## config.mk

```make
export PLATFORM = sky130hd
export DESIGN_NAME = tcp_single_connection_responder
export DESIGN_NICKNAME = d
export VERILOG_FILES = /design/src/rtl/tcpr_pkg.sv /design/src/rtl/tcpr_front.sv /design/src/rtl/tcpr_queue.sv /design/src/rtl/tcpr_back.sv /design/src/rtl/tcp_single_connection_responder.sv
export VERILOG_INCLUDE_DIRS = /design/src /design/src/rtl
export SDC_FILE = /design/constraint.sdc
export NUM_CORES = 2
export LEC_CHECK = 0
export BUFFER_PORTS_ARGS = -buffer_cell sky130_fd_sc_hd__buf_2
export CORE_MARGIN = 2
export CORE_UTILIZATION = 55
export DETAILED_ROUTE_END_ITERATION = 6
export HOLD_SLACK_MARGIN = 0.15
export PLACE_DENSITY = 0.84
export SETUP_SLACK_MARGIN = 0.3
export SYNTH_ARGS = -nofsm -noshare
export SYNTH_HDL_FRONTEND = slang
export SYNTH_SLANG_ARGS = --single-unit
```

## constraint.sdc

```tcl
create_clock -name clk -period 16.3 [get_ports clk]
set_input_delay 1.63 -clock clk [delete_from_list [all_inputs] [get_ports clk]]
set_output_delay 1.63 -clock clk [all_outputs]
set_load 0.005 [all_outputs]
```

## src/rtl/tcp_single_connection_responder_defines.svh

```systemverilog
// Assertion helpers used by the responder front (tcpr_front).
// Each expects clk and rst_n in scope.
`ifndef TCP_SINGLE_CONNECTION_RESPONDER_DEFINES_SVH
`define TCP_SINGLE_CONNECTION_RESPONDER_DEFINES_SVH

// Same-cycle implication.
`define TCPR_ASSERT_IMP(label, ante, cons, msg) \
  label: assert property (@(posedge clk) disable iff (!rst_n) (ante) |-> (cons)) \
    else $error(msg);

// Next-cycle implication.
`define TCPR_ASSERT_NXT(label, ante, cons, msg) \
  label: assert property (@(posedge clk) disable iff (!rst_n) (ante) |=> (cons)) \
    else $error(msg);

`endif

```

## src/rtl/tcpr_pkg.sv

```systemverilog
package tcpr_pkg;

  // TCP flag bits
  localparam logic [7:0] FLAG_FIN = 8'h01;
  localparam logic [7:0] FLAG_SYN = 8'h02;
  localparam logic [7:0] FLAG_RST = 8'h04;
  localparam logic [7:0] FLAG_PSH = 8'h08;
  localparam logic [7:0] FLAG_ACK = 8'h10;

  localparam int unsigned BIT_FIN = 0;
  localparam int unsigned BIT_SYN = 1;
  localparam int unsigned BIT_RST = 2;
  localparam int unsigned BIT_ACK = 4;

  localparam logic [10:0] MAX_PAYLOAD = 11'd1460;

  // configuration port
  localparam int unsigned CFG_AW = 2;
  localparam int unsigned CFG_DW = 32;
  localparam logic [CFG_AW-1:0] REG_LISTEN_PORT     = 2'd0;
  localparam logic [CFG_AW-1:0] REG_INITIAL_SEQ     = 2'd1;
  localparam logic [CFG_AW-1:0] REG_RESPONSE_LENGTH = 2'd2;

  localparam logic [15:0] RST_LISTEN_PORT     = 16'd80;
  localparam logic [31:0] RST_INITIAL_SEQ     = 32'd1000;
  localparam logic [10:0] RST_RESPONSE_LENGTH = 11'd0;

  localparam int unsigned IN_TDATA_W  = 176;
  localparam int unsigned OUT_TDATA_W = 200;

  localparam int unsigned QUEUE_DEPTH = 4;

  typedef enum logic [3:0] {
    CS_LISTEN   = 4'b0001,
    CS_SYN_RCVD = 4'b0010,
    CS_ESTAB    = 4'b0100,
    CS_FIN_WAIT = 4'b1000
  } conn_state_t;

  typedef enum logic [3:0] {
    SQ_IDLE = 4'b0001,
    SQ_EVAL = 4'b0010,
    SQ_FIN  = 4'b0100,
    SQ_ACK  = 4'b1000
  } seq_state_t;

  typedef struct packed {
    logic [15:0] dport;
    logic [15:0] sport;
    logic [31:0] seq;
    logic [7:0]  flags;
    logic [15:0] total_len;
    logic [3:0]  ip_words;
    logic [3:0]  tcp_words;
    logic [31:0] ip;
    logic [47:0] mac;
  } seg_t;

  typedef struct packed {
    logic [47:0] mac;
    logic [31:0] ip;
    logic [15:0] dport;
    logic [15:0] sport;
    logic [31:0] seq;
    logic [31:0] ack;
    logic [7:0]  flags;
    logic [10:0] plen;
    logic        last;
  } reply_t;

  typedef struct packed {
    logic   valid;
    reply_t data;
  } push_t;

endpackage

```

## src/rtl/tcpr_front.sv

```systemverilog
`include "tcp_single_connection_responder_defines.svh"

module tcpr_front (
  input  logic                          clk,
  input  logic                          rst_n,
  input  logic                          seg_valid_i,
  output logic                          seg_ready_o,
  input  tcpr_pkg::seg_t                seg_i,
  input  logic                          cfg_wr_en_i,
  input  logic [tcpr_pkg::CFG_AW-1:0]   cfg_addr_i,
  input  logic [tcpr_pkg::CFG_DW-1:0]   cfg_wdata_i,
  output tcpr_pkg::push_t               push_o,
  input  logic                          q_full_i
);

  // configuration
  logic [15:0] listen_port_r;
  logic [31:0] initial_seq_r;
  logic [10:0] resp_len_r;

  // connection
  tcpr_pkg::conn_state_t cs_r, cs_nxt;
  logic [47:0] peer_mac_r, peer_mac_nxt;
  logic [31:0] peer_ip_r, peer_ip_nxt;
  logic [15:0] peer_port_r, peer_port_nxt;
  logic [31:0] send_r, send_nxt;
  logic [31:0] recv_r, recv_nxt;

  // held segment
  tcpr_pkg::seq_state_t sq_r, sq_nxt, sq_step;
  logic        it_match_r;
  logic [7:0]  it_flags_r;
  logic [15:0] it_sport_r;
  logic [31:0] it_seq_r;
  logic [31:0] it_ip_r;
  logic [47:0] it_mac_r;
  logic [15:0] it_dlen_r;
  logic        it_dpos_r;

  logic [17:0] dlen_full;
  logic        accept;
  logic        active, push_req, step_done, step_go;
  logic [10:0] plen;
  tcpr_pkg::conn_state_t eff_cs;
  tcpr_pkg::reply_t ent;
  logic        in_close, syn_push, ack_step;

  assign dlen_full = {2'b00, seg_i.total_len}
                   - {12'd0, seg_i.ip_words, 2'b00}
                   - {12'd0, seg_i.tcp_words, 2'b00};

  assign plen = (resp_len_r > tcpr_pkg::MAX_PAYLOAD) ? tcpr_pkg::MAX_PAYLOAD : resp_len_r;

  assign eff_cs = (cs_r == tcpr_pkg::CS_SYN_RCVD && it_flags_r[tcpr_pkg::BIT_ACK])
                ? tcpr_pkg::CS_ESTAB : cs_r;

  always_comb begin
    cs_nxt        = cs_r;
    peer_mac_nxt  = peer_mac_r;
    peer_ip_nxt   = peer_ip_r;
    peer_port_nxt = peer_port_r;
    send_nxt      = send_r;
    recv_nxt      = recv_r;
    sq_step       = tcpr_pkg::SQ_IDLE;
    push_req      = 1'b0;
    step_done     = 1'b1;
    active        = 1'b1;
    ent.mac       = peer_mac_r;
    ent.ip        = peer_ip_r;
    ent.dport     = peer_port_r;
    ent.sport     = listen_port_r;
    ent.seq       = send_r;
    ent.ack       = recv_r;
    ent.flags     = '0;
    ent.plen      = '0;
    ent.last      = 1'b1;
    unique case (sq_r)
      tcpr_pkg::SQ_IDLE: begin
        active = 1'b0;
      end
      tcpr_pkg::SQ_EVAL: begin
        priority if (!it_match_r) begin
          // not our port: drop
        end else if (it_flags_r[tcpr_pkg::BIT_RST]) begin
          cs_nxt = tcpr_pkg::CS_LISTEN;
        end else if (it_flags_r[tcpr_pkg::BIT_SYN]) begin
          peer_mac_nxt  = it_mac_r;
          peer_ip_nxt   = it_ip_r;
          peer_port_nxt = it_sport_r;
          send_nxt      = initial_seq_r + 32'd1;
          recv_nxt      = it_seq_r + 32'd1;
          cs_nxt        = tcpr_pkg::CS_SYN_RCVD;
          push_req      = 1'b1;
          ent.mac       = it_mac_r;
          ent.ip        = it_ip_r;
          ent.dport     = it_sport_r;
          ent.seq       = initial_seq_r;
          ent.ack       = recv_nxt;
          ent.flags     = tcpr_pkg::FLAG_SYN | tcpr_pkg::FLAG_ACK;
        end else if (eff_cs == tcpr_pkg::CS_ESTAB && it_dpos_r) begin
          recv_nxt  = recv_r + {16'd0, it_dlen_r};
          send_nxt  = send_r + {21'd0, plen};
          cs_nxt    = tcpr_pkg::CS_FIN_WAIT;
          push_req  = 1'b1;
          ent.ack   = recv_nxt;
          ent.flags = tcpr_pkg::FLAG_ACK | tcpr_pkg::FLAG_PSH;
          ent.plen  = plen;
          ent.last  = 1'b0;
          step_done = 1'b0;
          sq_step   = tcpr_pkg::SQ_FIN;
        end else if (eff_cs == tcpr_pkg::CS_FIN_WAIT &&
                     (it_flags_r[tcpr_pkg::BIT_FIN] || it_flags_r[tcpr_pkg::BIT_ACK])) begin
          cs_nxt = tcpr_pkg::CS_LISTEN;
          if (it_flags_r[tcpr_pkg::BIT_FIN]) begin
            recv_nxt  = recv_r + 32'd1;
            push_req  = 1'b1;
            ent.ack   = recv_nxt;
            ent.flags = tcpr_pkg::FLAG_ACK;
          end
        end else begin
          cs_nxt = eff_cs;
        end
      end
      tcpr_pkg::SQ_FIN: begin
        send_nxt  = send_r + 32'd1;
        push_req  = 1'b1;
        ent.flags = tcpr_pkg::FLAG_ACK | tcpr_pkg::FLAG_FIN;
        ent.last  = !it_flags_r[tcpr_pkg::BIT_FIN];
        if (it_flags_r[tcpr_pkg::BIT_FIN]) begin
          step_done = 1'b0;
          sq_step   = tcpr_pkg::SQ_ACK;
        end else if (it_flags_r[tcpr_pkg::BIT_ACK]) begin
          cs_nxt = tcpr_pkg::CS_LISTEN;
        end
      end
      tcpr_pkg::SQ_ACK: begin
        recv_nxt  = recv_r + 32'd1;
        cs_nxt    = tcpr_pkg::CS_LISTEN;
        push_req  = 1'b1;
        ent.ack   = recv_nxt;
        ent.flags = tcpr_pkg::FLAG_ACK;
      end
      default: begin
        active = 1'b0;
      end
    endcase
  end

  // a step commits only when its reply has room
  assign step_go     = active && (!push_req || !q_full_i);
  assign seg_ready_o = (sq_r == tcpr_pkg::SQ_IDLE) || (step_go && step_done);
  assign accept      = seg_valid_i && seg_ready_o;

  assign push_o.valid = step_go && push_req;
  assign push_o.data  = ent;

  always_comb begin
    sq_nxt = sq_r;
    if (step_go) begin
      sq_nxt = step_done ? tcpr_pkg::SQ_IDLE : sq_step;
    end
    if (accept) begin
      sq_nxt = tcpr_pkg::SQ_EVAL;
    end
  end

  always_ff @(posedge clk) begin
    if (!rst_n) begin
      listen_port_r <= tcpr_pkg::RST_LISTEN_PORT;
      initial_seq_r <= tcpr_pkg::RST_INITIAL_SEQ;
      resp_len_r    <= tcpr_pkg::RST_RESPONSE_LENGTH;
    end else if (cfg_wr_en_i) begin
      if (cfg_addr_i == tcpr_pkg::REG_LISTEN_PORT) listen_port_r <= cfg_wdata_i[15:0];
      if (cfg_addr_i == tcpr_pkg::REG_INITIAL_SEQ) initial_seq_r <= cfg_wdata_i;
      if (cfg_addr_i == tcpr_pkg::REG_RESPONSE_LENGTH) resp_len_r <= cfg_wdata_i[10:0];
    end
  end

  always_ff @(posedge clk) begin
    if (!rst_n) begin
      sq_r        <= tcpr_pkg::SQ_IDLE;
      cs_r        <= tcpr_pkg::CS_LISTEN;
      peer_mac_r  <= '0;
      peer_ip_r   <= '0;
      peer_port_r <= '0;
      send_r      <= '0;
      recv_r      <= '0;
    end else begin
      sq_r <= sq_nxt;
      if (step_go) begin
        cs_r        <= cs_nxt;
        peer_mac_r  <= peer_mac_nxt;
        peer_ip_r   <= peer_ip_nxt;
        peer_port_r <= peer_port_nxt;
        send_r      <= send_nxt;
        recv_r      <= recv_nxt;
      end
    end
  end

  always_ff @(posedge clk) begin
    if (accept) begin
      it_match_r <= (seg_i.dport == listen_port_r);
      it_flags_r <= seg_i.flags;
      it_sport_r <= seg_i.sport;
      it_seq_r   <= seg_i.seq;
      it_ip_r    <= seg_i.ip;
      it_mac_r   <= seg_i.mac;
      it_dlen_r  <= dlen_full[15:0];
      it_dpos_r  <= !dlen_full[17] && (dlen_full[16:0] != 17'd0);
    end
  end

  assign in_close = (sq_r == tcpr_pkg::SQ_FIN) || (sq_r == tcpr_pkg::SQ_ACK);
  assign syn_push = push_o.valid && (ent.flags == (tcpr_pkg::FLAG_SYN | tcpr_pkg::FLAG_ACK));
  assign ack_step = step_go && (sq_r == tcpr_pkg::SQ_ACK);

  `TCPR_ASSERT_IMP(a_push_room, push_o.valid, !q_full_i, "reply pushed into a full queue")
  `TCPR_ASSERT_IMP(a_close_phase, in_close, cs_r == tcpr_pkg::CS_FIN_WAIT, "close off fin-wait")
  `TCPR_ASSERT_NXT(a_syn_opens, syn_push, cs_r == tcpr_pkg::CS_SYN_RCVD, "SYN did not open")
  `TCPR_ASSERT_NXT(a_ack_closes, ack_step, cs_r == tcpr_pkg::CS_LISTEN, "final ACK kept open")

endmodule

```

## src/rtl/tcpr_queue.sv

```systemverilog
module tcpr_queue #(
  parameter int unsigned DEPTH = tcpr_pkg::QUEUE_DEPTH
) (
  input  logic              clk,
  input  logic              rst_n,
  input  tcpr_pkg::push_t   push_i,
  output logic              full_o,
  output logic              valid_o,
  output tcpr_pkg::reply_t  data_o,
  input  logic              pop_i
);

  localparam int unsigned AW = (DEPTH > 1) ? $clog2(DEPTH) : 1;
  localparam int unsigned CW = $clog2(DEPTH + 1);

  tcpr_pkg::reply_t mem [DEPTH];
  logic [AW-1:0] wr_ptr_r, rd_ptr_r;
  logic [CW-1:0] count_r, count_nxt;
  logic          do_push, do_pop;

  assign full_o  = (count_r == CW'(DEPTH));
  assign valid_o = (count_r != '0);
  assign data_o  = mem[rd_ptr_r];
  assign do_push = push_i.valid && !full_o;
  assign do_pop  = pop_i && valid_o;

  always_comb begin
    count_nxt = count_r;
    if (do_push && !do_pop) count_nxt = count_r + CW'(1);
    if (do_pop && !do_push) count_nxt = count_r - CW'(1);
  end

  always_ff @(posedge clk) begin
    if (!rst_n) begin
      wr_ptr_r <= '0;
      rd_ptr_r <= '0;
      count_r  <= '0;
    end else begin
      count_r <= count_nxt;
      if (do_push) begin
        wr_ptr_r <= (wr_ptr_r == AW'(DEPTH - 1)) ? '0 : wr_ptr_r + AW'(1);
      end
      if (do_pop) begin
        rd_ptr_r <= (rd_ptr_r == AW'(DEPTH - 1)) ? '0 : rd_ptr_r + AW'(1);
      end
    end
  end

  always_ff @(posedge clk) begin
    if (do_push) mem[wr_ptr_r] <= push_i.data;
  end

endmodule

```

## src/rtl/tcpr_back.sv

```systemverilog
module tcpr_back (
  input  logic              clk,
  input  logic              rst_n,
  input  logic              q_valid_i,
  input  tcpr_pkg::reply_t  q_data_i,
  output logic              q_pop_o,
  output logic              out_valid_o,
  input  logic              out_ready_i,
  output tcpr_pkg::reply_t  out_data_o
);

  logic             out_valid_r;
  tcpr_pkg::reply_t out_data_r;

  // refill the output register whenever it is empty or being drained
  assign q_pop_o     = q_valid_i && (!out_valid_r || out_ready_i);
  assign out_valid_o = out_valid_r;
  assign out_data_o  = out_data_r;

  always_ff @(posedge clk) begin
    if (!rst_n) begin
      out_valid_r <= 1'b0;
    end else if (!out_valid_r || out_ready_i) begin
      out_valid_r <= q_valid_i;
    end
  end

  always_ff @(posedge clk) begin
    if (q_pop_o) out_data_r <= q_data_i;
  end

endmodule

```

## src/rtl/tcp_single_connection_responder.sv

```systemverilog
// Single-connection TCP responder (passive open).
// Input channel in_*: one word per received segment header, already parsed.
// Output channel out_*: one word per reply segment header; out_tlast marks the
// final reply that a segment causes (a segment causes zero to three replies).
// Config port cfg_*: listen_port (0), initial_seq (1), response_length (2);
// write only while no segment is in flight.
// Sequencing: each segment is evaluated in SQ_EVAL; a data segment then steps
// through SQ_FIN to send its FIN, and also through SQ_ACK if it carries FIN.
// RST, SYN, ignored and FIN-only segments take the SQ_EVAL step alone. The
// sequencer updates the connection registers at each step it commits, and a
// step holds while the reply queue is full.
// Path: the first reply passes the sequencer, the reply queue and the output
// register before it is valid on out_tvalid.
// A reply queue of QUEUE_DEPTH words sits between the sequencer and the output
// register; when the receiver stalls the queue fills, then the sequencer holds
// and in_tready drops. Nothing is lost or reordered.
// Reset (rst_n low, synchronous): config back to 80 / 1000 / 0, connection to
// listen with cleared peer and sequence registers, queue emptied.
module tcp_single_connection_responder #(
  parameter int unsigned QUEUE_DEPTH = tcpr_pkg::QUEUE_DEPTH
) (
  input  logic                               clk,
  input  logic                               rst_n,
  input  logic                               in_tvalid,
  output logic                               in_tready,
  // seg_dst_port, seg_src_port, seg_seq, seg_flags, ip_total_length,
  // ip_header_words, tcp_header_words, sender_ip, sender_mac
  input  logic [tcpr_pkg::IN_TDATA_W-1:0]    in_tdata,
  output logic                               out_tvalid,
  input  logic                               out_tready,
  // reply_mac, reply_ip, reply_dst_port, reply_src_port, reply_seq,
  // reply_ack, reply_flags, payload_length, zero pad
  output logic [tcpr_pkg::OUT_TDATA_W-1:0]   out_tdata,
  output logic                               out_tlast,
  input  logic                               cfg_wr_en,
  input  logic [tcpr_pkg::CFG_AW-1:0]        cfg_addr,
  input  logic [tcpr_pkg::CFG_DW-1:0]        cfg_wdata
);

  tcpr_pkg::seg_t   seg;
  tcpr_pkg::push_t  push;
  tcpr_pkg::reply_t q_data;
  tcpr_pkg::reply_t out_data;
  logic             q_full, q_valid, q_pop;

  // unpack the input word, lowest field first
  assign seg.dport     = in_tdata[15:0];
  assign seg.sport     = in_tdata[31:16];
  assign seg.seq       = in_tdata[63:32];
  assign seg.flags     = in_tdata[71:64];
  assign seg.total_len = in_tdata[87:72];
  assign seg.ip_words  = in_tdata[91:88];
  assign seg.tcp_words = in_tdata[95:92];
  assign seg.ip        = in_tdata[127:96];
  assign seg.mac       = in_tdata[175:128];

  // front: classify segments, step the connection, emit reply headers
  tcpr_front u_front (
    .clk         (clk),
    .rst_n       (rst_n),
    .seg_valid_i (in_tvalid),
    .seg_ready_o (in_tready),
    .seg_i       (seg),
    .cfg_wr_en_i (cfg_wr_en),
    .cfg_addr_i  (cfg_addr),
    .cfg_wdata_i (cfg_wdata),
    .push_o      (push),
    .q_full_i    (q_full)
  );

  // decouple sequencer from downstream stalls
  tcpr_queue #(
    .DEPTH (QUEUE_DEPTH)
  ) u_queue (
    .clk     (clk),
    .rst_n   (rst_n),
    .push_i  (push),
    .full_o  (q_full),
    .valid_o (q_valid),
    .data_o  (q_data),
    .pop_i   (q_pop)
  );

  // back: registered output stage
  tcpr_back u_back (
    .clk         (clk),
    .rst_n       (rst_n),
    .q_valid_i   (q_valid),
    .q_data_i    (q_data),
    .q_pop_o     (q_pop),
    .out_valid_o (out_tvalid),
    .out_ready_i (out_tready),
    .out_data_o  (out_data)
  );

  // pack the reply word, lowest field first
  assign out_tdata = {5'd0, out_data.plen, out_data.flags, out_data.ack, out_data.seq,
                      out_data.sport, out_data.dport, out_data.ip, out_data.mac};
  assign out_tlast = out_data.last;

endmodule
```

After elaboration in Yosys (flattened, before gate mapping):

Memory sizes are Yosys's and may differ from the RTL's. A register that Yosys moved wholly into a read port is not among the register bits.
Cells that the tools add are included.

* multiplexer cells: 69
* equal/unequal tests: 20
* bitwise logic cells: 2
* $lt $le $gt $ge: 1
* add/sub/neg operators: 12
* reductions and logical operators: 42

Operator list (number)
* $mux 32: 12
* $mux 96: 4
* $pmux 32 s2: 3
* $mux 84: 2
* $mux 40: 4
* $add 32x1->32 const B: 4
* $mux 4: 12
* $add 32x11->32: 1
* $add 32x16->32: 1
* $mux 12: 2
* $pmux 8 s3: 1
* $mux 11: 2
* $sub 18x6->18: 1
* $reduce_bool 17->1: 1
* $sub 16x6->17: 1
* $eq 16x16->1: 1
* $reduce_and 5->1: 3
* $mux 1: 14
* $logic_and 1x1->1: 13
* $mux 3: 4
* $pmux 4 s3: 1
* $gt 11x11->1 const B: 1
* $eq 4x2->1 const B: 2
* $eq 4x3->1 const B: 2
* 25 further kinds: 54

* word-level logic and storage cells: 170
* RAM bits: 784
* memories: 1
* input bits: 215
* bits in registers: 386
* output and inout bits: 203

Memory list
* u_queue.mem: depth 4, bits a word 196, read ports 1, clocked after Yosys merged registers in 1, wr ports 1, line tcpr_queue.sv:16 `tcpr_pkg::reply_t mem [DEPTH];`

Longest topological paths before layout:

* depth after elaboration: 19
* gate-level depth with buffers: 18
* depth with buffers taken out: 17

Cells and area by module:

From an unflattened synthesis, not the netlist that was laid out.

* cell total of the unflattened synthesis: 4248
* area, all modules: 57511.4 um^2

By module, submodules not included
* tcpr_queue: sequential area each 23722.8 um^2, area an instance 28765.1 um^2, cells an instance 1080, instances 1
* tcpr_front: sequential area each 9048.7 um^2, area an instance 22771.8 um^2, cells an instance 2962, instances 1
* tcpr_back: sequential area each 5905.7 um^2, area an instance 5933.2 um^2, cells an instance 200, instances 1
* tcp_single_connection_responder: sequential area each 0.0 um^2, area an instance 41.3 um^2, cells an instance 6, instances 1

Worst setup path after synthesis:

No wires, ideal clock.

* path kind: in2reg
* start point: input out_tready
* end point: register u_queue.count_r[2]
* setup slack: 2.893 ns
* data required time: 16.230 ns
* buffers on the path: 0
* stages: 8
* setup time: 0.070 ns
* arrival: 13.337 ns
* cell sequence: inv_1 -> a21oi_1 -> ha_1 -> inv_1 -> fa_1 -> xor2_1 -> or3_1 -> a21oi_1

* cells in the longest elaborated chain, start to end: 6
* elaborated cells between the ends (all ways): 8
* those cells by class: mux (1); reduce/logical (7)

Ends and longest elaborated chain
* start: declaration: line tcp_single_connection_responder.sv:30 `input logic out_tready,`
* $logic_or 1x1->1 (*): line tcpr_back.sv:16 `assign q_pop_o = q_valid_i && (!out_valid_r || out_ready_i);`
* $logic_and 1x1->1 (*): line tcpr_back.sv:16
* net q_pop: line tcp_single_connection_responder.sv:44 `logic q_full, q_valid, q_pop;`
* $logic_and 1x1->1 (*): line tcpr_queue.sv:25 `assign do_pop = pop_i && valid_o;`
* $logic_not 1->1: line tcpr_queue.sv:29 `if (do_push && !do_pop) count_nxt = count_r + CW'(1);`
* $logic_and 1x1->1: line tcpr_queue.sv:29
* $reduce_bool 2->1 (no line)
* end signal: assignment: line tcpr_queue.sv:39 `count_r <= count_nxt;`
* end: declaration: line tcpr_queue.sv:18 `logic [CW-1:0] count_r, count_nxt;`

The timed path passes the listed nets; every way through them passes the cells marked *.
A chain may end at the register's enable or synchronous reset.

Worst setup path after layout:

* start point: register u_front.sq_r[3]
* end point: register u_front.peer_ip_r[7]

* cells in the longest elaborated chain, start to end: 7
* elaborated cells between the ends (all ways): 11
* those cells by class: eq/ne (3); mux (2); reduce/logical (6)

Ends and longest elaborated chain
* start: declaration: line tcpr_front.sv:30 `tcpr_pkg::seq_state_t sq_r, sq_nxt, sq_step;`
* start signal: assignment: line tcpr_front.sv:181 `sq_r <= tcpr_pkg::SQ_IDLE;`
* start signal: assignment: line tcpr_front.sv:189 `sq_r <= sq_nxt;`
* $eq 4x4->1 / $eq 4x3->1 (equally long branches)
* $reduce_or 2->1 (no line)
* $pmux 1 s2: line tcpr_front.sv:77 `unique case (sq_r)`
* $logic_not 1->1: line tcpr_front.sv:150 `assign step_go = active && (!push_req || !q_full_i);`
* $logic_or 1x1->1: line tcpr_front.sv:150
* $logic_and 1x1->1: line tcpr_front.sv:150
* $reduce_and 5->1 (no line) (*)
* end signal: assignment: line tcpr_front.sv:193 `peer_ip_r <= peer_ip_nxt;`
* end: declaration: line tcpr_front.sv:24 `logic [31:0] peer_ip_r, peer_ip_nxt;`

Mark *: on every way between the ends. The rest lies on a longest branch, timed or not.

==> results.toml <==
[run_status]
outcome = "finished with violations"
failed_checks = "capacitance limit, slew limit"

[global_routing]
grt_max_degree = 152
grt_pass1_vias = 37200
grt_pass1_wl_um = 225900
grt_overflow = 0
grtUsageTotal = 0.2801
antenna_found_initial = 18

[clock_network]
tritoncts = "yes"
cts.sinks = 1345
clk_pin_slew_ps = 60
htreeDepth = 4
cts_setup_buffers = 0
clk_latency_ps = 770
cts_made_buffers = 138
clockBufferDepth = 3
cts_resized = 0
cts-hold-fix-buffers = 0
cts_root_buf = "clkbuf_16"

[setup_path]
cpPeakStageDelay_ps = 930
path_cells = "or4b_2, buf_4, mux2i_4, o311a_2, nand2_2, nor2_4, buf_4, nand2_1, a21oi_1"
cp.arrival_ps = 6170
worstPathRequired_ps = 16970
start_kind = "register"
critPathSlowestCell = "o311a_2"
crit_top_cell = "buf_4"
critPathCaptureType = "register"
crit_type = "reg -> reg"
crit_buf_inv = 2
cp_max_fo = 72
crit_family = "simple AND/OR/NAND/NOR gates"

[timing]
fin_crit_sh = 0.3376
final-setup-viol-count = 0
tightest_slew_ps = 1493
skew_ps = 70.15
clock.fmax_mhz = 181.7
fin_tns_setup_ps = 0
drv_slew = 1
timing.slew.headroom = -0.004515
period_needed_ps = 5502
rsz0062_at_grt = "false"
finalHoldViolations = 0

[floorplan]
ios = 418
die_w_um = 325.1
rows = 117
core_um2 = 102000
initial_core_util = 0.5556
die-area_um2 = 105700
die_h_um = 325.1

[cells_and_area]
fin_nets = 4857
areaGrowthSynthToFinish_pct = 13.78
num-fill-cells = 7232
final_util = 0.6322
drive_gt1_frac = 0.1905

[logic_synthesis]
yosys-top-cells-area = "edfxtp_1 (59%), dfxtp_1 (8.3%), mux4_2 (7.6%), nand2_1 (5.8%), a21oi_1 (2.7%)"
yosys.area.top_type = "edfxtp_1"
synth_cells = 4249
yosysWarnings = 0
synth_edf_count = 1110
synth_cell_type_count = 96
yosysSeqAreaShare = 0.6709
syn_area_per_cell_um2 = 13.34
ys.flop_type = "edfxtp_1"
synth_top_area_share = 0.5880
synth_area_um2 = 56690
ys_ff_latch = 1345
ys_async_sr_fraction = 0

[place]
io_buffers = 404
dp.final_hpwl_um = 88920
gp_congestion = 0.9446

[flow_run]
cap_violations = 1

[pwr]
ir_drop_uv = 158.4
total_power_mw = 8.438
cellPowerDensity_nw_per_um2 = 130.8
p_leak_nw = 22.18

[route]
drt-total-wl_um = 149400
wl_per_cell_um = 24.52
dr.pass1.iters = 6
via_per_inst = 6.183
drc = 0
first_iter_violations = 4367
vias = 37670
ant_nets = 0

[min_path]
holdCritPathClass = "reg -> reg"
## layer usage
layer,track usage,vias to the layer above,share of wire
met5,0,-,0.000087
met4,0.1317,2,0.046
met3,0.04976,407,0.083
met2,0.4642,2044,0.49
met1,0.3613,18580,0.38
li1,-,16630,-
## final cells by class
class / instances / area [µm²] / share of cell area
Inverter: 48 / 187.7 / 0.002910
Sequential cell: 1345 / 38040 / 0.5898
Clock inverter: 72 / 755.7 / 0.01172
Timing Repair Buffer: 448 / 2427 / 0.03763
Multi-Input combinational cell: 2611 / 17570 / 0.2724
Antenna cell: 15 / 37.54 / 0.0005819
Tap cell: 1368 / 1712 / 0.02654
Clock buffer: 185 / 3771 / 0.05846
## worst reg2reg max path, stage by stage (launching register included)
cell,delay (ps)
dfxtp_1,480
or4b_2,610
buf_4,390
mux2i_4,490
o311a_2,930
nand2_2,290
nor2_4,920
buf_4,900
nand2_1,270
a21oi_1,190
## through the flow
| step | std cells | instance area [µm²] | hold slack, ps | worst slack [ps] |
|---|---|---|---|---|
| 2_1_floorplan | 4257 | 56720 | 436.3 | 2893 |
| 3_3_place_gp | 5820 | 59940 | 441.4 | 10550 |
| 3_5_place_dp | 5820 | 59940 | 446.5 | 10550 |
| 4_1_cts | 6077 | 64470 | 454.4 | 10960 |
| 5_1_grt | 6091 | 64500 | 470.6 | 10640 |
| 6_report | 6092 | 64500 | 455.3 | 10800 |
## cells by family (layout without fill, tap and decap cells)
| group | after synthesis | count (layout) | share of synthesized area |
|---|---|---|---|
| AO/OA/AOI/OAI | 759 | 759 | 0.08195 |
| AND/OR/NAND/NOR | 1433 | 1433 | 0.1114 |
| XOR/XNOR | 156 | 156 | 0.02434 |
| multiplexers | 204 | 204 | 0.07873 |
| buffers and inverters | 301 | 753 | 0.02086 |
| other | 1 | 24 | 0.00006615 |
| adder cells (fa/ha/maj) | 50 | 50 | 0.01170 |
| flip-flops | 1345 | 1345 | 0.6709 |
## where the power goes
part,internal (mW),switching [mW]
Sequential,4.11,0.148
Clock,1.76,1.36
Combinational,0.419,0.639
## sequential cells by signal, indices dropped and copies added, names as in the netlist, 3 cells and up
register	flops
u_front.sq_r	4
u_front.cs_r	4
u_front.resp_len_r	11
u_front.recv_r	32
u_front.it_sport_r	16
u_front.peer_port_r	16
u_queue.mem	768
u_front.peer_ip_r	32
u_back.out_data_o	192
u_queue.count_r	3
u_front.peer_mac_r	48
u_front.initial_seq_r	32
u_front.it_ip_r	32
u_front.it_dlen_r	16
u_front.it_mac_r	48
u_front.listen_port_r	16
u_front.it_seq_r	32
u_front.send_r	32
u_front.it_flags_r	4
## cell usage in the layout, fill, tap and decap left out, drive strengths merged, types with 16 or more instances in the layout
master and n:
o211ai 30, dfxtp 235, clkinv 53, or3 24, and3 48, nor4 24, a21o 16, a21oi 307
o22ai 17, nor3 52, inv 53, o21ai 174, nand3 76, a211oi 26, ha 45, mux4 192
clkbuf 185, edfxtp 1110, and4 16, a31oi 34, nand2 872, and2 27, nand4 40, o21a 22
xor2 73, buf 448, nor2 181, xnor2 82
## synthesized netlist by cell type (all sizes together) (22+ instances only)
master and number:
edfxtp 1110, nand2 872, a21oi 307, dfxtp 235, mux4 192, clkbuf 187, nor2 181, o21ai 174
xnor2 82, nand3 76, xor2 73, buf 66, nor3 52, and3 48, inv 48, ha 45
nand4 40, a31oi 34, o211ai 30, and2 27, a211oi 26, nor4 24, or3 24, o21a 22
## final timing paths
path | end | slack [ps] | cells past startpoint | from
max | u_front.peer_ip_r[7] | 10800 | 9 | u_front.sq_r[3]
min | u_front.peer_mac_r[38] | 460 | 2 | u_front.peer_mac_r[38]
max reg2reg | u_front.peer_ip_r[7] | 10800 | 9 | u_front.sq_r[3]
min reg2reg | u_front.peer_mac_r[38] | 460 | 2 | u_front.peer_mac_r[38]
(Power assumes the default switching activity.)
